[src/rtl/core/sss_pkg.sv]
// Shared constants, codes and controller/datapath types of the stall sensitivity search.
package sss_pkg;

  localparam int SENS_COUNT = 16;
  localparam int SENS_MIN   = 0;
  localparam int IDX_W      = $clog2(SENS_COUNT);
  localparam int MID_INDEX  = (SENS_MIN + SENS_MIN + SENS_COUNT - 1) / 2 - SENS_MIN;

  localparam int FUNC_W = 2;
  localparam int OFF_W  = 16;
  localparam int MEAN_W = 16;
  localparam int CNT_W  = 4;
  localparam int PROD_W = MEAN_W + CNT_W;
  localparam int LIM_W  = 16;
  localparam int TRY_W  = 4;

  localparam logic [CNT_W-1:0] CNT_MAX = '1;

  localparam logic [FUNC_W-1:0] FUNC_SAMPLE     = 2'd0;
  localparam logic [FUNC_W-1:0] FUNC_BEGIN      = 2'd1;
  localparam logic [FUNC_W-1:0] FUNC_BEGIN_DONE = 2'd2;

  // Configuration port.
  localparam int APB_ADDR_W = 3;
  localparam int APB_DATA_W = 32;
  localparam logic REG_BAD_LIMIT = 1'b0;
  localparam logic REG_TRIES     = 1'b1;
  localparam logic [LIM_W-1:0] BAD_LIMIT_RST = 16'd153;
  localparam logic [TRY_W-1:0] TRIES_RST     = 4'd4;

  // Datapath operations issued by the controller.
  localparam int OP_W = 5;
  localparam logic [OP_W-1:0] OP_NOP       = 5'd0;
  localparam logic [OP_W-1:0] OP_ACCEPT    = 5'd1;
  localparam logic [OP_W-1:0] OP_CLEAR     = 5'd2;
  localparam logic [OP_W-1:0] OP_RD_CUR    = 5'd3;
  localparam logic [OP_W-1:0] OP_DIV       = 5'd4;
  localparam logic [OP_W-1:0] OP_WRITE     = 5'd5;
  localparam logic [OP_W-1:0] OP_MUL_CUR   = 5'd6;
  localparam logic [OP_W-1:0] OP_CHK_CUR   = 5'd7;
  localparam logic [OP_W-1:0] OP_RD_BEST   = 5'd8;
  localparam logic [OP_W-1:0] OP_UPD_BEST  = 5'd9;
  localparam logic [OP_W-1:0] OP_CHK_BEST  = 5'd10;
  localparam logic [OP_W-1:0] OP_STEP_UP   = 5'd11;
  localparam logic [OP_W-1:0] OP_STEP_DOWN = 5'd12;
  localparam logic [OP_W-1:0] OP_RD_MID    = 5'd13;
  localparam logic [OP_W-1:0] OP_MUL_RD    = 5'd14;
  localparam logic [OP_W-1:0] OP_STEP_MID  = 5'd15;
  localparam logic [OP_W-1:0] OP_SCAN_INIT = 5'd16;
  localparam logic [OP_W-1:0] OP_RD_SCAN   = 5'd17;
  localparam logic [OP_W-1:0] OP_SCAN_STEP = 5'd18;
  localparam logic [OP_W-1:0] OP_WALK_INIT = 5'd19;
  localparam logic [OP_W-1:0] OP_RD_WALK   = 5'd20;
  localparam logic [OP_W-1:0] OP_WALK_DEC  = 5'd21;
  localparam logic [OP_W-1:0] OP_FINAL     = 5'd22;

  typedef struct packed {
    logic [OP_W-1:0] op;
  } dp_cmd_t;

  typedef struct packed {
    logic [FUNC_W-1:0] func;
    logic              fin;
    logic              div_busy;
    logic              prod_bad;
    logic              tries_hit;
    logic              cur_hi;
    logic              can_up;
    logic              can_down;
    logic              not_good;
    logic              scan_last;
    logic              first_zero;
    logic              walk_match;
  } dp_stat_t;

endpackage

[src/rtl/core/sss_if.sv]
// Handshake channels for input items and result items.
interface sss_cmd_if;
  logic                                valid;
  logic                                ready;
  logic [sss_pkg::FUNC_W-1:0]          func;
  logic signed [sss_pkg::OFF_W-1:0]    homing_offset;

  modport source (output valid, output func, output homing_offset, input ready);
  modport sink   (input valid, input func, input homing_offset, output ready);
endinterface

interface sss_rsp_if;
  logic                       valid;
  logic                       ready;
  logic [sss_pkg::IDX_W-1:0]  sensitivity_index;
  logic                       done_res;
  logic                       moved;

  modport source (output valid, output sensitivity_index, output done_res, output moved,
                  input ready);
  modport sink   (input valid, input sensitivity_index, input done_res, input moved,
                  output ready);
endinterface

[src/rtl/core/sss_div.sv]
// Restoring divider, one quotient bit per cycle, for the running-mean update.
module sss_div (
  input  logic                        clk,
  input  logic                        rst,
  input  logic                        start,
  input  logic [sss_pkg::MEAN_W-1:0]  dividend,
  input  logic [sss_pkg::CNT_W-1:0]   divisor,
  output logic                        busy,
  output logic [sss_pkg::MEAN_W-1:0]  quotient
);

  localparam int STEP_W = $clog2(sss_pkg::MEAN_W);

  logic [sss_pkg::MEAN_W-1:0] work;
  logic [sss_pkg::CNT_W-1:0]  dvs;
  logic [sss_pkg::CNT_W-1:0]  rem;
  logic [STEP_W-1:0]          step;
  logic [sss_pkg::CNT_W:0]    rem_sh;
  logic                       ge;

  assign rem_sh   = {rem, work[sss_pkg::MEAN_W-1]};
  assign ge       = rem_sh >= {1'b0, dvs};
  assign quotient = work;

  always_ff @(posedge clk) begin
    if (rst) begin
      busy <= 1'b0;
      step <= '0;
    end else if (start) begin
      busy <= 1'b1;
      step <= '1;
    end else if (busy) begin
      step <= step - 1'b1;
      if (step == '0) begin
        busy <= 1'b0;
      end
    end
  end

  // The quotient bits shift in where the dividend bits shift out.
  always_ff @(posedge clk) begin
    if (start) begin
      work <= dividend;
      dvs  <= divisor;
      rem  <= '0;
    end else if (busy) begin
      work <= {work[sss_pkg::MEAN_W-2:0], ge};
      rem  <= ge ? sss_pkg::CNT_W'(rem_sh - {1'b0, dvs}) : rem_sh[sss_pkg::CNT_W-1:0];
    end
  end

endmodule

[src/rtl/core/sss_dp.sv]
// Datapath: setting tables, running-mean update, bad checks and final selection.
module sss_dp (
  input  logic                              clk,
  input  logic                              rst,
  input  sss_pkg::dp_cmd_t                  cmd,
  output sss_pkg::dp_stat_t                 stat,
  input  logic [sss_pkg::FUNC_W-1:0]        in_func,
  input  logic signed [sss_pkg::OFF_W-1:0]  in_offset,
  input  logic [sss_pkg::LIM_W-1:0]         bad_limit,
  input  logic [sss_pkg::TRY_W-1:0]         tries,
  output logic [sss_pkg::IDX_W-1:0]         cur_index,
  output logic                              finished,
  output logic                              moved
);

  localparam int IW = sss_pkg::IDX_W;
  localparam int MW = sss_pkg::MEAN_W;
  localparam int CW = sss_pkg::CNT_W;
  localparam logic [IW-1:0] MID  = IW'(sss_pkg::MID_INDEX);
  localparam logic [IW-1:0] TOP  = IW'(sss_pkg::SENS_COUNT - 1);

  // Setting tables; an entry not written since the last begin reads as zero.
  logic [MW-1:0] mean_mem [sss_pkg::SENS_COUNT];
  logic [CW-1:0] cnt_mem  [sss_pkg::SENS_COUNT];
  logic [sss_pkg::SENS_COUNT-1:0] vld;

  logic [sss_pkg::FUNC_W-1:0] func;
  logic [sss_pkg::OFF_W-1:0]  off;
  logic [IW-1:0]  before_idx;
  logic [IW-1:0]  best_idx;
  logic           best_valid;
  logic [IW-1:0]  rd_addr;
  logic [MW-1:0]  rd_mean_raw;
  logic [CW-1:0]  rd_cnt_raw;
  logic           rd_vld;
  logic [MW-1:0]  rd_mean;
  logic [CW-1:0]  rd_cnt;
  logic [MW-1:0]  cur_mean;
  logic [CW-1:0]  cur_cnt;
  logic           div_neg;
  logic [sss_pkg::PROD_W-1:0] prod;
  logic           bad_cur;
  logic           good;
  logic [IW-1:0]  scan_i;
  logic [IW-1:0]  last;
  logic           last_valid;
  logic [MW-1:0]  last_mean;
  logic [IW-1:0]  first;

  logic [sss_pkg::OFF_W:0]   abs_x;
  logic [MW+1:0]             diff;
  logic [MW+1:0]             diff_mag;
  logic [CW-1:0]             n_next;
  logic                      div_start;
  logic                      div_busy;
  logic [MW-1:0]             quotient;
  logic [MW-1:0]             new_mean;
  logic                      take_cur;
  logic [MW-1:0]             mul_a;
  logic [CW-1:0]             mul_b;
  logic                      move_ok;
  logic [IW:0]               span;

  assign rd_mean = rd_vld ? rd_mean_raw : '0;
  assign rd_cnt  = rd_vld ? rd_cnt_raw : '0;

  always_comb begin
    case (cmd.op)
      sss_pkg::OP_RD_CUR:  rd_addr = cur_index;
      sss_pkg::OP_RD_BEST: rd_addr = best_idx;
      sss_pkg::OP_RD_MID:  rd_addr = MID;
      sss_pkg::OP_RD_SCAN: rd_addr = scan_i;
      sss_pkg::OP_RD_WALK: rd_addr = first - 1'b1;
      default:             rd_addr = cur_index;
    endcase
  end

  // Sample arithmetic: |x| - mean, split into sign and magnitude for the divider.
  assign abs_x    = off[sss_pkg::OFF_W-1] ? ({1'b0, ~off} + 1'b1) : {1'b0, off};
  assign diff     = {1'b0, abs_x} - {2'b00, rd_mean};
  assign diff_mag = diff[MW+1] ? (~diff + 1'b1) : diff;
  assign n_next   = (rd_cnt == sss_pkg::CNT_MAX) ? rd_cnt : rd_cnt + 1'b1;
  assign div_start = cmd.op == sss_pkg::OP_DIV;
  assign new_mean  = div_neg ? cur_mean - quotient : cur_mean + quotient;

  sss_div u_div (
    .clk      (clk),
    .rst      (rst),
    .start    (div_start),
    .dividend (diff_mag[MW-1:0]),
    .divisor  (n_next),
    .busy     (div_busy),
    .quotient (quotient)
  );

  assign take_cur = !best_valid || (cur_mean < rd_mean);

  always_comb begin
    mul_a = cur_mean;
    mul_b = cur_cnt;
    if (cmd.op == sss_pkg::OP_MUL_RD ||
        (cmd.op == sss_pkg::OP_UPD_BEST && !take_cur)) begin
      mul_a = rd_mean;
      mul_b = rd_cnt;
    end
  end

  assign move_ok = !good || !bad_cur;
  assign span    = {1'b0, last} + 1'b1 - {1'b0, first};

  always_comb begin
    stat.func       = func;
    stat.fin        = finished;
    stat.div_busy   = div_busy;
    stat.prod_bad   = prod > {{(sss_pkg::PROD_W-sss_pkg::LIM_W){1'b0}}, bad_limit};
    stat.tries_hit  = cur_cnt >= tries;
    stat.cur_hi     = cur_index >= MID;
    stat.can_up     = (cur_index < TOP) && move_ok;
    stat.can_down   = (cur_index != '0) && move_ok;
    stat.not_good   = !good;
    stat.scan_last  = scan_i == TOP;
    stat.first_zero = first == '0;
    stat.walk_match = (rd_cnt != '0) && (rd_mean == last_mean);
  end

  assign moved = cur_index != before_idx;

  always_ff @(posedge clk) begin
    if (cmd.op == sss_pkg::OP_WRITE) begin
      mean_mem[cur_index] <= new_mean;
      cnt_mem[cur_index]  <= cur_cnt;
    end
    rd_mean_raw <= mean_mem[rd_addr];
    rd_cnt_raw  <= cnt_mem[rd_addr];
  end

  always_ff @(posedge clk) begin
    if (rst) begin
      vld    <= '0;
      rd_vld <= 1'b0;
    end else begin
      rd_vld <= vld[rd_addr];
      if (cmd.op == sss_pkg::OP_CLEAR) begin
        vld <= '0;
      end else if (cmd.op == sss_pkg::OP_WRITE) begin
        vld[cur_index] <= 1'b1;
      end
    end
  end

  // Search state.
  always_ff @(posedge clk) begin
    if (rst) begin
      cur_index  <= MID;
      best_idx   <= '0;
      best_valid <= 1'b0;
      finished   <= 1'b0;
      bad_cur    <= 1'b0;
      good       <= 1'b0;
    end else begin
      case (cmd.op)
        sss_pkg::OP_CLEAR: begin
          cur_index  <= MID;
          best_idx   <= '0;
          best_valid <= 1'b0;
          finished   <= func == sss_pkg::FUNC_BEGIN_DONE;
        end
        sss_pkg::OP_CHK_CUR:   bad_cur <= stat.prod_bad;
        sss_pkg::OP_UPD_BEST: begin
          if (take_cur) begin
            best_idx   <= cur_index;
            best_valid <= 1'b1;
          end
        end
        sss_pkg::OP_CHK_BEST:  good <= !stat.prod_bad;
        sss_pkg::OP_STEP_UP:   cur_index <= cur_index + 1'b1;
        sss_pkg::OP_STEP_DOWN: cur_index <= cur_index - 1'b1;
        sss_pkg::OP_STEP_MID:  cur_index <= IW'(sss_pkg::MID_INDEX - 1);
        sss_pkg::OP_FINAL: begin
          cur_index <= first + span[IW:1];
          finished  <= 1'b1;
        end
        default: ;
      endcase
    end
  end

  // Working registers of one transaction.
  always_ff @(posedge clk) begin
    case (cmd.op)
      sss_pkg::OP_ACCEPT: begin
        func       <= in_func;
        off        <= in_offset;
        before_idx <= cur_index;
      end
      sss_pkg::OP_DIV: begin
        cur_mean <= rd_mean;
        cur_cnt  <= n_next;
        div_neg  <= diff[MW+1];
      end
      sss_pkg::OP_WRITE:    cur_mean <= new_mean;
      sss_pkg::OP_MUL_CUR,
      sss_pkg::OP_UPD_BEST,
      sss_pkg::OP_MUL_RD:   prod <= sss_pkg::PROD_W'(mul_a) * sss_pkg::PROD_W'(mul_b);
      sss_pkg::OP_SCAN_INIT: begin
        scan_i     <= '0;
        last_valid <= 1'b0;
      end
      sss_pkg::OP_SCAN_STEP: begin
        if (rd_cnt != '0 && (!last_valid || rd_mean <= last_mean)) begin
          last       <= scan_i;
          last_mean  <= rd_mean;
          last_valid <= 1'b1;
        end
        scan_i <= scan_i + 1'b1;
      end
      sss_pkg::OP_WALK_INIT: begin
        if (last_valid) begin
          first <= last;
        end else begin
          last      <= cur_index;
          last_mean <= cur_mean;
          first     <= cur_index;
        end
      end
      sss_pkg::OP_WALK_DEC: first <= first - 1'b1;
      default: ;
    endcase
  end

endmodule

[src/rtl/core/sss_ctrl.sv]
// Controller state machine that sequences the datapath for each transaction.
module sss_ctrl (
  input  logic              clk,
  input  logic              rst,
  input  logic              in_valid,
  output logic              in_ready,
  output logic              out_valid,
  input  logic              out_ready,
  input  sss_pkg::dp_stat_t stat,
  output sss_pkg::dp_cmd_t  cmd
);

  localparam logic [4:0] S_IDLE      = 5'd0;
  localparam logic [4:0] S_DISPATCH  = 5'd1;
  localparam logic [4:0] S_DIV_GO    = 5'd2;
  localparam logic [4:0] S_DIV_WAIT  = 5'd3;
  localparam logic [4:0] S_MUL_CUR   = 5'd4;
  localparam logic [4:0] S_CHK_CUR   = 5'd5;
  localparam logic [4:0] S_RD_BEST   = 5'd6;
  localparam logic [4:0] S_UPD_BEST  = 5'd7;
  localparam logic [4:0] S_CHK_BEST  = 5'd8;
  localparam logic [4:0] S_DECIDE    = 5'd9;
  localparam logic [4:0] S_MID_MUL   = 5'd10;
  localparam logic [4:0] S_MID_CHK   = 5'd11;
  localparam logic [4:0] S_SCAN_INIT = 5'd12;
  localparam logic [4:0] S_SCAN_RD   = 5'd13;
  localparam logic [4:0] S_SCAN_CHK  = 5'd14;
  localparam logic [4:0] S_WALK_INIT = 5'd15;
  localparam logic [4:0] S_WALK_TEST = 5'd16;
  localparam logic [4:0] S_WALK_CHK  = 5'd17;
  localparam logic [4:0] S_FINAL     = 5'd18;
  localparam logic [4:0] S_OUT       = 5'd19;

  logic [4:0] state;
  logic [4:0] state_next;

  assign in_ready  = state == S_IDLE;
  assign out_valid = state == S_OUT;

  always_ff @(posedge clk) begin
    if (rst) begin
      state <= S_IDLE;
    end else begin
      state <= state_next;
    end
  end

  always_comb begin
    state_next = state;
    cmd.op     = sss_pkg::OP_NOP;
    case (state)
      S_IDLE: begin
        if (in_valid) begin
          cmd.op     = sss_pkg::OP_ACCEPT;
          state_next = S_DISPATCH;
        end
      end
      S_DISPATCH: begin
        state_next = S_OUT;
        case (stat.func)
          sss_pkg::FUNC_BEGIN,
          sss_pkg::FUNC_BEGIN_DONE: cmd.op = sss_pkg::OP_CLEAR;
          sss_pkg::FUNC_SAMPLE: begin
            if (!stat.fin) begin
              cmd.op     = sss_pkg::OP_RD_CUR;
              state_next = S_DIV_GO;
            end
          end
          default: ;
        endcase
      end
      S_DIV_GO: begin
        cmd.op     = sss_pkg::OP_DIV;
        state_next = S_DIV_WAIT;
      end
      S_DIV_WAIT: begin
        if (!stat.div_busy) begin
          cmd.op     = sss_pkg::OP_WRITE;
          state_next = S_MUL_CUR;
        end
      end
      S_MUL_CUR: begin
        cmd.op     = sss_pkg::OP_MUL_CUR;
        state_next = S_CHK_CUR;
      end
      S_CHK_CUR: begin
        cmd.op     = sss_pkg::OP_CHK_CUR;
        state_next = (stat.prod_bad || stat.tries_hit) ? S_RD_BEST : S_OUT;
      end
      S_RD_BEST: begin
        cmd.op     = sss_pkg::OP_RD_BEST;
        state_next = S_UPD_BEST;
      end
      S_UPD_BEST: begin
        cmd.op     = sss_pkg::OP_UPD_BEST;
        state_next = S_CHK_BEST;
      end
      S_CHK_BEST: begin
        cmd.op     = sss_pkg::OP_CHK_BEST;
        state_next = S_DECIDE;
      end
      S_DECIDE: begin
        if (stat.cur_hi) begin
          if (stat.can_up) begin
            cmd.op     = sss_pkg::OP_STEP_UP;
            state_next = S_OUT;
          end else if (sss_pkg::MID_INDEX > 0) begin
            cmd.op     = sss_pkg::OP_RD_MID;
            state_next = S_MID_MUL;
          end else begin
            state_next = S_SCAN_INIT;
          end
        end else if (stat.can_down) begin
          cmd.op     = sss_pkg::OP_STEP_DOWN;
          state_next = S_OUT;
        end else begin
          state_next = S_SCAN_INIT;
        end
      end
      S_MID_MUL: begin
        cmd.op     = sss_pkg::OP_MUL_RD;
        state_next = S_MID_CHK;
      end
      S_MID_CHK: begin
        if (stat.not_good || !stat.prod_bad) begin
          cmd.op     = sss_pkg::OP_STEP_MID;
          state_next = S_OUT;
        end else begin
          state_next = S_SCAN_INIT;
        end
      end
      S_SCAN_INIT: begin
        cmd.op     = sss_pkg::OP_SCAN_INIT;
        state_next = S_SCAN_RD;
      end
      S_SCAN_RD: begin
        cmd.op     = sss_pkg::OP_RD_SCAN;
        state_next = S_SCAN_CHK;
      end
      S_SCAN_CHK: begin
        cmd.op     = sss_pkg::OP_SCAN_STEP;
        state_next = stat.scan_last ? S_WALK_INIT : S_SCAN_RD;
      end
      S_WALK_INIT: begin
        cmd.op     = sss_pkg::OP_WALK_INIT;
        state_next = S_WALK_TEST;
      end
      S_WALK_TEST: begin
        if (stat.first_zero) begin
          state_next = S_FINAL;
        end else begin
          cmd.op     = sss_pkg::OP_RD_WALK;
          state_next = S_WALK_CHK;
        end
      end
      S_WALK_CHK: begin
        if (stat.walk_match) begin
          cmd.op     = sss_pkg::OP_WALK_DEC;
          state_next = S_WALK_TEST;
        end else begin
          state_next = S_FINAL;
        end
      end
      S_FINAL: begin
        cmd.op     = sss_pkg::OP_FINAL;
        state_next = S_OUT;
      end
      S_OUT: begin
        if (out_ready) begin
          state_next = S_IDLE;
        end
      end
      default: state_next = S_IDLE;
    endcase
  end

endmodule

[src/rtl/core/stall_sensitivity_search_top.sv]
// Top level: configuration registers, channel handshakes, controller and datapath.
// Begin and ignored transactions skip the arithmetic. A sample waits on the 16-step divider,
// and one that moves on or drops below the middle also checks the best setting. A sample that
// ends the search also runs the table scan and final pick, which walk back over tied settings.
// Throughput: one at a time; the next is taken the cycle after the result is taken.
// Reset (rst, synchronous): tables read as zero, setting at the middle, registers at defaults.
module stall_sensitivity_search_top (
  input  logic                              clk,
  input  logic                              rst,
  sss_cmd_if.sink                           cmd,
  sss_rsp_if.source                         rsp,
  input  logic                              psel,
  input  logic                              penable,
  input  logic                              pwrite,
  input  logic [sss_pkg::APB_ADDR_W-1:0]    paddr,
  input  logic [sss_pkg::APB_DATA_W-1:0]    pwdata,
  output logic [sss_pkg::APB_DATA_W-1:0]    prdata,
  output logic                              pready
);

  logic [sss_pkg::LIM_W-1:0] bad_limit;
  logic [sss_pkg::TRY_W-1:0] tries;
  logic                      cfg_wr;
  sss_pkg::dp_cmd_t          dp_cmd;
  sss_pkg::dp_stat_t         dp_stat;

  assign pready = 1'b1;
  assign cfg_wr = psel && penable && pwrite;

  always_ff @(posedge clk) begin
    if (rst) begin
      bad_limit <= sss_pkg::BAD_LIMIT_RST;
      tries     <= sss_pkg::TRIES_RST;
    end else if (cfg_wr) begin
      case (paddr[2])
        sss_pkg::REG_BAD_LIMIT: bad_limit <= pwdata[sss_pkg::LIM_W-1:0];
        sss_pkg::REG_TRIES:     tries     <= pwdata[sss_pkg::TRY_W-1:0];
        default: ;
      endcase
    end
  end

  always_comb begin
    case (paddr[2])
      sss_pkg::REG_BAD_LIMIT: prdata = {{(sss_pkg::APB_DATA_W-sss_pkg::LIM_W){1'b0}}, bad_limit};
      sss_pkg::REG_TRIES:     prdata = {{(sss_pkg::APB_DATA_W-sss_pkg::TRY_W){1'b0}}, tries};
      default:                prdata = '0;
    endcase
  end

  sss_ctrl u_ctrl (
    .clk       (clk),
    .rst       (rst),
    .in_valid  (cmd.valid),
    .in_ready  (cmd.ready),
    .out_valid (rsp.valid),
    .out_ready (rsp.ready),
    .stat      (dp_stat),
    .cmd       (dp_cmd)
  );

  sss_dp u_dp (
    .clk       (clk),
    .rst       (rst),
    .cmd       (dp_cmd),
    .stat      (dp_stat),
    .in_func   (cmd.func),
    .in_offset (cmd.homing_offset),
    .bad_limit (bad_limit),
    .tries     (tries),
    .cur_index (rsp.sensitivity_index),
    .finished  (rsp.done_res),
    .moved     (rsp.moved)
  );

endmodule

[src/flat_wrapper.sv]
// flat-port wrapper written by rule: the top's interface ports become plain ports
module stall_sensitivity_search_top_flat 
  (clk, rst, psel, penable, pwrite, paddr, pwdata, prdata, pready, cmd_valid, cmd_func, cmd_homing_offset, cmd_ready, rsp_valid, rsp_sensitivity_index, rsp_done_res, rsp_moved, rsp_ready);
  sss_cmd_if cmd_i ();
  sss_rsp_if rsp_i ();
  input  logic clk;
  input  logic rst;
  input  logic psel;
  input  logic penable;
  input  logic pwrite;
  input  logic [sss_pkg::APB_ADDR_W-1:0] paddr;
  input  logic [sss_pkg::APB_DATA_W-1:0] pwdata;
  output logic [sss_pkg::APB_DATA_W-1:0] prdata;
  output logic pready;
  input wire logic [$bits(cmd_i.valid)-1:0] cmd_valid;
  input wire logic [$bits(cmd_i.func)-1:0] cmd_func;
  input wire logic [$bits(cmd_i.homing_offset)-1:0] cmd_homing_offset;
  output wire logic [$bits(cmd_i.ready)-1:0] cmd_ready;
  output wire logic [$bits(rsp_i.valid)-1:0] rsp_valid;
  output wire logic [$bits(rsp_i.sensitivity_index)-1:0] rsp_sensitivity_index;
  output wire logic [$bits(rsp_i.done_res)-1:0] rsp_done_res;
  output wire logic [$bits(rsp_i.moved)-1:0] rsp_moved;
  input wire logic [$bits(rsp_i.ready)-1:0] rsp_ready;
  assign cmd_i.valid = cmd_valid;
  assign cmd_i.func = cmd_func;
  assign cmd_i.homing_offset = cmd_homing_offset;
  assign cmd_ready = cmd_i.ready;
  assign rsp_valid = rsp_i.valid;
  assign rsp_sensitivity_index = rsp_i.sensitivity_index;
  assign rsp_done_res = rsp_i.done_res;
  assign rsp_moved = rsp_i.moved;
  assign rsp_i.ready = rsp_ready;
  stall_sensitivity_search_top u_core (.clk(clk), .rst(rst), .cmd(cmd_i), .rsp(rsp_i), .psel(psel), .penable(penable), .pwrite(pwrite), .paddr(paddr), .pwdata(pwdata), .prdata(prdata), .pready(pready));
endmodule
[config.mk]
export PLATFORM = sky130hd
export DESIGN_NAME = stall_sensitivity_search_top_flat
export DESIGN_NICKNAME = d
export VERILOG_FILES = /design/src/rtl/core/sss_pkg.sv /design/src/rtl/core/sss_if.sv /design/src/rtl/core/sss_div.sv /design/src/rtl/core/sss_dp.sv /design/src/rtl/core/sss_ctrl.sv /design/src/rtl/core/stall_sensitivity_search_top.sv /design/src/flat_wrapper.sv
export SDC_FILE = /design/constraint.sdc
export NUM_CORES = 1
export LEC_CHECK = 0
export BUFFER_PORTS_ARGS = -buffer_cell sky130_fd_sc_hd__clkbuf_2
export CAP_MARGIN = 15
export CORE_MARGIN = 2
export CORE_UTILIZATION = 50
export CTS_CLUSTER_DIAMETER = 50
export DETAILED_ROUTE_END_ITERATION = 7
export GPL_TIMING_DRIVEN = 0
export PLACE_DENSITY = 0.79
export SYNTH_ARGS = -nofsm -noshare
export SYNTH_HDL_FRONTEND = slang
export SYNTH_SLANG_ARGS = --single-unit
[constraint.sdc]
create_clock -name clk -period 7.1 [get_ports clk]
set_input_delay 1.42 -clock clk [delete_from_list [all_inputs] [get_ports clk]]
set_output_delay 1.42 -clock clk [all_outputs]
set_load 0.02 [all_outputs]
# Yosys cells after proc, flatten, opt, wreduce, memory -nomap -nowiden
# Memory sizes are Yosys's and may differ from the RTL's. A register that Yosys moved wholly into a read port is not among the register bits.
# Cells that the tools add are included.
[totals] ff_bits=171 ram_bits=320 in_bits=60 output_inout_bits=41 elab_cells=221 mem_count=2
[memory_table] name="u_core.u_dp.mean_mem" words=16 word_bits=16 rd=1 rd_ports_with_merged_regs=1 wr=1 line_no="sss_dp.sv:23" text="logic [MW-1:0] mean_mem [sss_pkg::SENS_COUNT];"
[memory_table] name="u_core.u_dp.cnt_mem" words=16 word_bits=4 rd=1 rd_ports_with_merged_regs=1 wr=1 line_no="sss_dp.sv:24" text="logic [CW-1:0] cnt_mem [sss_pkg::SENS_COUNT];"
[classes] addsub=15 mul=1 magnitude_cmp=10 n_eq_ne=52 n_mux=66 n_bitwise=4 n_reduce_logical=44
[op_table] op="16-bit two-way mux" count=8
[op_table] op="5-bit case mux with 20 select lines" count=1
[op_table] op="5-bit case mux with 19 select lines" count=1
[op_table] op="5-bit by 4-bit equality test with 1-bit output, second input constant" count=16
[op_table] op="5-bit two-way mux" count=13
[op_table] op="16-bit case mux with 2 select lines" count=2
[op_table] op="32-bit case mux with 2 select lines" count=1
[op_table] op="5-bit equality test, second input constant" count=11
[op_table] op="4-bit two-way mux" count=11
[op_table] op="5-bit by 3-bit equality test with 1-bit output, second input constant" count=8
[op_table] op="16-bit NOT" count=2
[op_table] op="4-bit case mux with 2 select lines" count=4
[op_table] op="20-bit by 16-bit greater-than comparator with 1-bit output" count=1
[op_table] op="16-bit by 4-bit multiplier with 20-bit output" count=1
[op_table] op="4-bit case mux with 5 select lines" count=1
[op_table] op="17-bit by 16-bit subtractor with 18-bit output" count=1
[op_table] op="16-bit by 1-bit adder with 17-bit output, second input constant" count=1
[op_table] op="17-bit two-way mux" count=1
[op_table] op="16-bit by 1-bit adder with 16-bit output, second input constant" count=1
[op_table] op="16-bit adder" count=1
[op_table] op="16-bit equality test" count=1
[op_table] op="16-bit less-or-equal comparator" count=1
[op_table] op="16-bit < comparator" count=1
[op_table] op="16-bit bitwise OR" count=1
[op_table] op="other kinds (43)" count=102

# Logic depth before layout (Yosys ltp)
[depth] ltp_word=11 ltp_mapped=30 depth_no_buf=26

# Cells and area by module
# A second synthesis with hierarchy kept.
[unflattened] cells_unflattened=2585 area_unflattened_um2=28096.9
[by_module_without_submodules] module="sss_dp" instances=1 cells_per_inst=2231 area_per_inst_um2=24684.9 seq_area_each_um2=13352.8
[by_module_without_submodules] module="sss_div" instances=1 cells_per_inst=107 area_per_inst_um2=1371.3 seq_area_each_um2=780.7
[by_module_without_submodules] module="stall_sensitivity_search_top" instances=1 cells_per_inst=125 area_per_inst_um2=1167.4 seq_area_each_um2=400.4
[by_module_without_submodules] module="sss_ctrl" instances=1 cells_per_inst=122 area_per_inst_um2=873.3 seq_area_each_um2=100.1

# Worst setup path after synthesis
# No wires, ideal clock.
[synth_timing] path_kind="register to register" start="register u_core.u_dp.rd_vld" end="register u_core.u_dp.prod[18] (netlist name) (data pin)" setup_time_ns=0.261 arrival_time_ns=6.059 t_required_ns=6.839 slack_ns=0.780 path_stages_with_launch=29 n_path_buf=5 period_less_slack_ns=6.320 cell_sequence="dfxtp_1 buf_2 buf_1 nand2_1 ha_1 nand3_1 nor2_1 a211oi_1 a31oi_1 and3_1 o21ai_0 clkbuf_1 buf_2 buf_2 a31oi_1 fa_1 inv_1 fa_1 inv_1 fa_1 nor2b_1 o21ai_0 a21boi_0 o21ai_0 a21oi_1 a41oi_1 a21oi_1 a41oi_1 a311o_1"
[synth_between] elab_chain_len=10 word_cells_on_any_way=17 classes_between="mul (1); order compare (1); eq/ne (3); mux (6); reduce/logical (6)"
[synth_lines] item="start: declaration" line_no="sss_dp.sv:35" text="logic rd_vld;"
[synth_lines] item="start signal: assignment" line_no="sss_dp.sv:142" text="rd_vld <= vld[rd_addr];"
[synth_lines] item="16-bit two-way mux or 4-bit two-way mux (tied branches)" line_no="sss_dp.sv:64, sss_dp.sv:65"
[synth_lines] item="16-bit equality test or 4-bit nonzero test (tied branches)" line_no="sss_dp.sv:123" text="stat.walk_match = (rd_cnt != '0) && (rd_mean == last_mean);"
[synth_lines] item="1-bit logical AND" line_no="sss_dp.sv:123"
[synth_lines] item="5-bit two-way mux" line_no="sss_ctrl.sv:157" text="if (stat.walk_match) begin"
[synth_lines] item="5-bit case mux with 19 select lines" line_no="sss_ctrl.sv:51" text="case (state)"
[synth_lines] item="5-bit by 4-bit equality test with 1-bit output" line_no="sss_dp.sv:102" text="(cmd.op == sss_pkg::OP_UPD_BEST && !take_cur)) begin"
[synth_lines] item="1-bit logical AND" line_no="sss_dp.sv:102"
[synth_lines] item="1-bit logical OR" line_no="sss_dp.sv:101" text="if (cmd.op == sss_pkg::OP_MUL_RD ||"
[synth_lines] item="16-bit two-way mux or 4-bit two-way mux (tied branches)" line_no="sss_dp.sv:101"
[synth_lines] item="16-bit by 4-bit multiplier with 20-bit output *" line_no="sss_dp.sv:204" text="sss_pkg::OP_MUL_RD: prod <= sss_pkg::PROD_W'(mul_a) * sss_pkg::PROD_W'(mul_b);"
[synth_lines] item="end signal: assignment" line_no="sss_dp.sv:204"
[synth_lines] item="end: declaration" line_no="sss_dp.sv:41" text="logic [sss_pkg::PROD_W-1:0] prod;"
# Every way passes the cells marked *; elsewhere a longest branch is shown, timed or not.
# A chain may end at the register's enable or synchronous reset.

# Final worst setup path
# Same ends and word-level chain as after synthesis.

==> reports/results.txt <==
Die H -> 238 µm
clk sink count -> 511
Power Total -> 17.8 mW
Core Rows -> 85
Leak -> 12.0 nW
Vias per Instance -> 6.16
NetSw -> 7.78 mW
part of the power in the clock network -> 0.170
Pre-antenna DRT Iters -> 7
Gate power share -> 0.516
Final WS setup -> 0.281 ns
Syn Inst Count -> 2663
Max Freq -> 0.147 GHz
final hold slack -> 0.457 ns
remaining antenna violation count -> 0
grt total ovfl -> 0
status -> finished clean
Worst EP arrival -> 7.17 ns
Worst setup EP type -> flop
worst clock skew -> 0.0551 ns
CP delay by family, top -> compound AO/OA/AOI/OAI gates
pre-CTS setup slack -> -1.39 ns
gpl congestion -> 0.978
GRT Util Overall -> 0.278
RSZ-0062 raised after global routing -> no
final setup fails -> 0
peak supply drop -> 0.427 mV
vias in the first global route -> 21.5k
Avg WL per Cell -> 22.4 µm
EDFF count, synth -> 428
CP max stage delay -> 0.60 ns
fin crit share -> 0.960
CP max stage cell -> fa_1
Seq/Total Area, Yosys -> 0.532
worst path required time -> 7.45 ns
Final HPWL DP -> 56.3 mm
Clock Tree Buf Depth -> 3
Hold Startpoint -> u_core.bad_limit[10]$_SDFFE_PP0P_
relative slew slack -> 0.251
total number of vias -> 22.0k
max capacitance violation total -> 0
final WL -> 80.0 mm
cell-internal power -> 10.0 mW
Die X -> 238 µm
H-tree Lvls -> 2
Final Slew Violations -> 0
share of cells above drive strength 1 -> 0.114
Period minus WS final -> 6.82 ns
most frequent CP cell -> fa_1
Initial Util -> 0.506
Worst-Margin Slew -> 1.12 ns
Detailed Route Iter0 Violations -> 2557
clock latency on the worst-skew pair -> 0.65 ns
CTS tree -> done
initial antenna violation count -> 0
Crit Path Class -> reg2reg
Crit Path Max Fanout -> 10
Setup crit start -> u_core.u_dp.rd_vld$_SDFF_PP0_
core footprint -> 53900 µm²
# hold bufs at CTS -> 0
DIE AREA -> 56500 µm²
part of the power in registers -> 0.314
total CTS buffers -> 56
ys async rst share -> 0
Area Overhead vs Synth -> 14.2%
synth unique cells -> 78
CTS Root Cell -> clkbuf_16
Sw Ratio -> 0.437
Post-Route Utilization -> 0.578
largest net degree at the start of global routing -> 22
first-pass GRT wire length -> 121 mm
PortBufs -> 64
DRC viols -> 0
Syn. warnings -> 0
Synth Area per Inst -> 10.2 µm²
Mapped Area -> 27300 µm²
pwr dens -> 572 nW/µm²
R2R Path Start -> u_core.u_dp.rd_vld$_SDFF_PP0_
HP Class -> reg2reg
Final Hold Viols -> 0
IO Pins -> 101
WP buf/inv -> 6
number of synthesized register bits -> 511
CP Launch Type -> flop
Worst-path clk slew -> 0.06 ns
Top FF cell, synth -> edfxtp_1
Inserted Diodes -> 0
nets@finish -> 3062
-- through the flow --
stage | instance area (µm²) | cells | TNS (ns)
finish | 31200 | 3578 | 0
global route | 31200 | 3578 | 0
floorplan | 27300 | 2678 | 0
CTS | 31100 | 3571 | 0
detailed placement | 29000 | 3465 | -10.00
global placement | 28500 | 3438 | -8.56
-- cell type report --
class                      count  area [µm²]
buffer                       160         811
clock buffer                  73        1530
clock inverter                31         403
fill                        4321       22800
inverter                     156         586
multi-input combinational   1851       11700
sequential                   511       14500
tap                          696         871
timing repair buffer         100         768
-- worst register-to-register path, delay by kind of cell (launching register included) --
family                   cells  cell delay (ns)
AND/OR/NAND/NOR              3             0.50
flip-flops                   1             0.34
buffers and inverters        6             0.87
AO/OA/AOI/OAI               14             2.86
adder cells (fa/ha/maj)      4             1.94
-- synth_stat cells (24+ instances only) --
master	number	area, µm²
nor3_1	52	260
nand2_1	520	1950
fa_1	34	681
dfxtp_1	83	1660
a31oi_1	39	244
edfxtp_1	428	12900
o31ai_1	24	180
clkbuf_1	80	300
a21oi_1	96	480
xnor2_1	82	718
o21ai_0	114	571
ha_1	132	1650
and3_1	38	238
nand3_1	193	966
buf_2	39	195
inv_1	156	586
a311oi_1	62	543
o21a_1	34	255
nor2_1	146	548
-- layer usage --
metal	vias up	share of wire	routed length, µm	global-route usage
met5	-	0	0	0
met4	0	0.052	4190	0.143
met3	268	0.10	8130	0.0605
met2	1356	0.46	37100	0.453
met1	10533	0.38	30600	0.351
li1	9868	-	-	-
-- power by group through the flow --
stage	clock (mW)	combinational, mW	sequential (mW)
2_1_floorplan	0	5.79	5.42
3_3_place_gp	0	8.04	5.66
3_5_place_dp	0	8.70	5.62
4_1_cts	3.04	8.85	5.57
5_1_grt	3.16	9.93	5.60
6_report	3.03	9.20	5.59
-- cells by family (layout without fill, tap and decap cells) --
family,after synthesis,count (layout),synth area share
AND/OR/NAND/NOR,1071,1071,0.176
flip-flops,511,511,0.532
buffers and inverters,316,520,0.0497
other,2,17,0.000275
AO/OA/AOI/OAI,472,472,0.115
multiplexers,26,26,0.00977
XOR/XNOR,99,99,0.0318
adder cells (fa/ha/maj),166,166,0.0855
-- registers in the layout, indices dropped and copies added, names as in the netlist, 2 cells and up --
signal,cells
u_core.bad_limit,16
u_core.tries,4
u_core.u_ctrl.state,5
u_core.u_dp.before_idx,4
u_core.u_dp.best_idx,4
u_core.u_dp.cnt_mem,64
u_core.u_dp.cur_index,4
u_core.u_dp.cur_mean,16
u_core.u_dp.first,4
u_core.u_dp.func,2
u_core.u_dp.last,4
u_core.u_dp.last_mean,16
u_core.u_dp.mean_mem,256
u_core.u_dp.off,16
u_core.u_dp.prod,20
u_core.u_dp.rd_cnt_raw,4
u_core.u_dp.rd_mean_raw,16
u_core.u_dp.scan_i,4
u_core.u_dp.u_div.dvs,4
u_core.u_dp.u_div.quotient,16
u_core.u_dp.u_div.rem,4
u_core.u_dp.u_div.step,4
u_core.u_dp.vld,16
-- cell usage in the layout, fill, tap and decap left out, types with 15 or more instances in the layout --
cell,n
a21o_1,22
a21oi_1,94
a311oi_1,62
a31oi_1,38
and3_1,38
buf_2,36
buf_4,38
buf_6,15
clkbuf_1,86
clkbuf_16,57
clkbuf_2,70
conb_1,17
dfxtp_1,83
edfxtp_1,428
fa_1,34
ha_1,132
inv_1,156
mux2i_1,21
nand2_1,507
nand2b_1,16
nand3_1,193
nor2_1,133
nor2b_1,21
nor3_1,47
o21a_1,34
o21ai_0,109
o31ai_1,24
xnor2_1,78
xor2_1,17
-- final timing paths --
check	to	slack [ns]	cells after the start
worst min register to register	u_core.bad_limit[10]$_SDFFE_PP0P_	0.46	2
worst min-delay path	u_core.bad_limit[10]$_SDFFE_PP0P_	0.46	2
worst max register to register	u_core.u_dp.prod[18]$_DFFE_PP_	0.28	27
worst max-delay path	u_core.u_dp.prod[18]$_DFFE_PP_	0.28	27
-- what timing repair did --
action / 4_1_cts / 5_1_grt
cloned: 0 / 0
resized for setup: 34 / 27
setup buffers: 2 / 3
setup endpoints to repair: 14 / 7
pin swaps: 2 / 6
No activity file was read; power rests on OpenSTA's default activity.
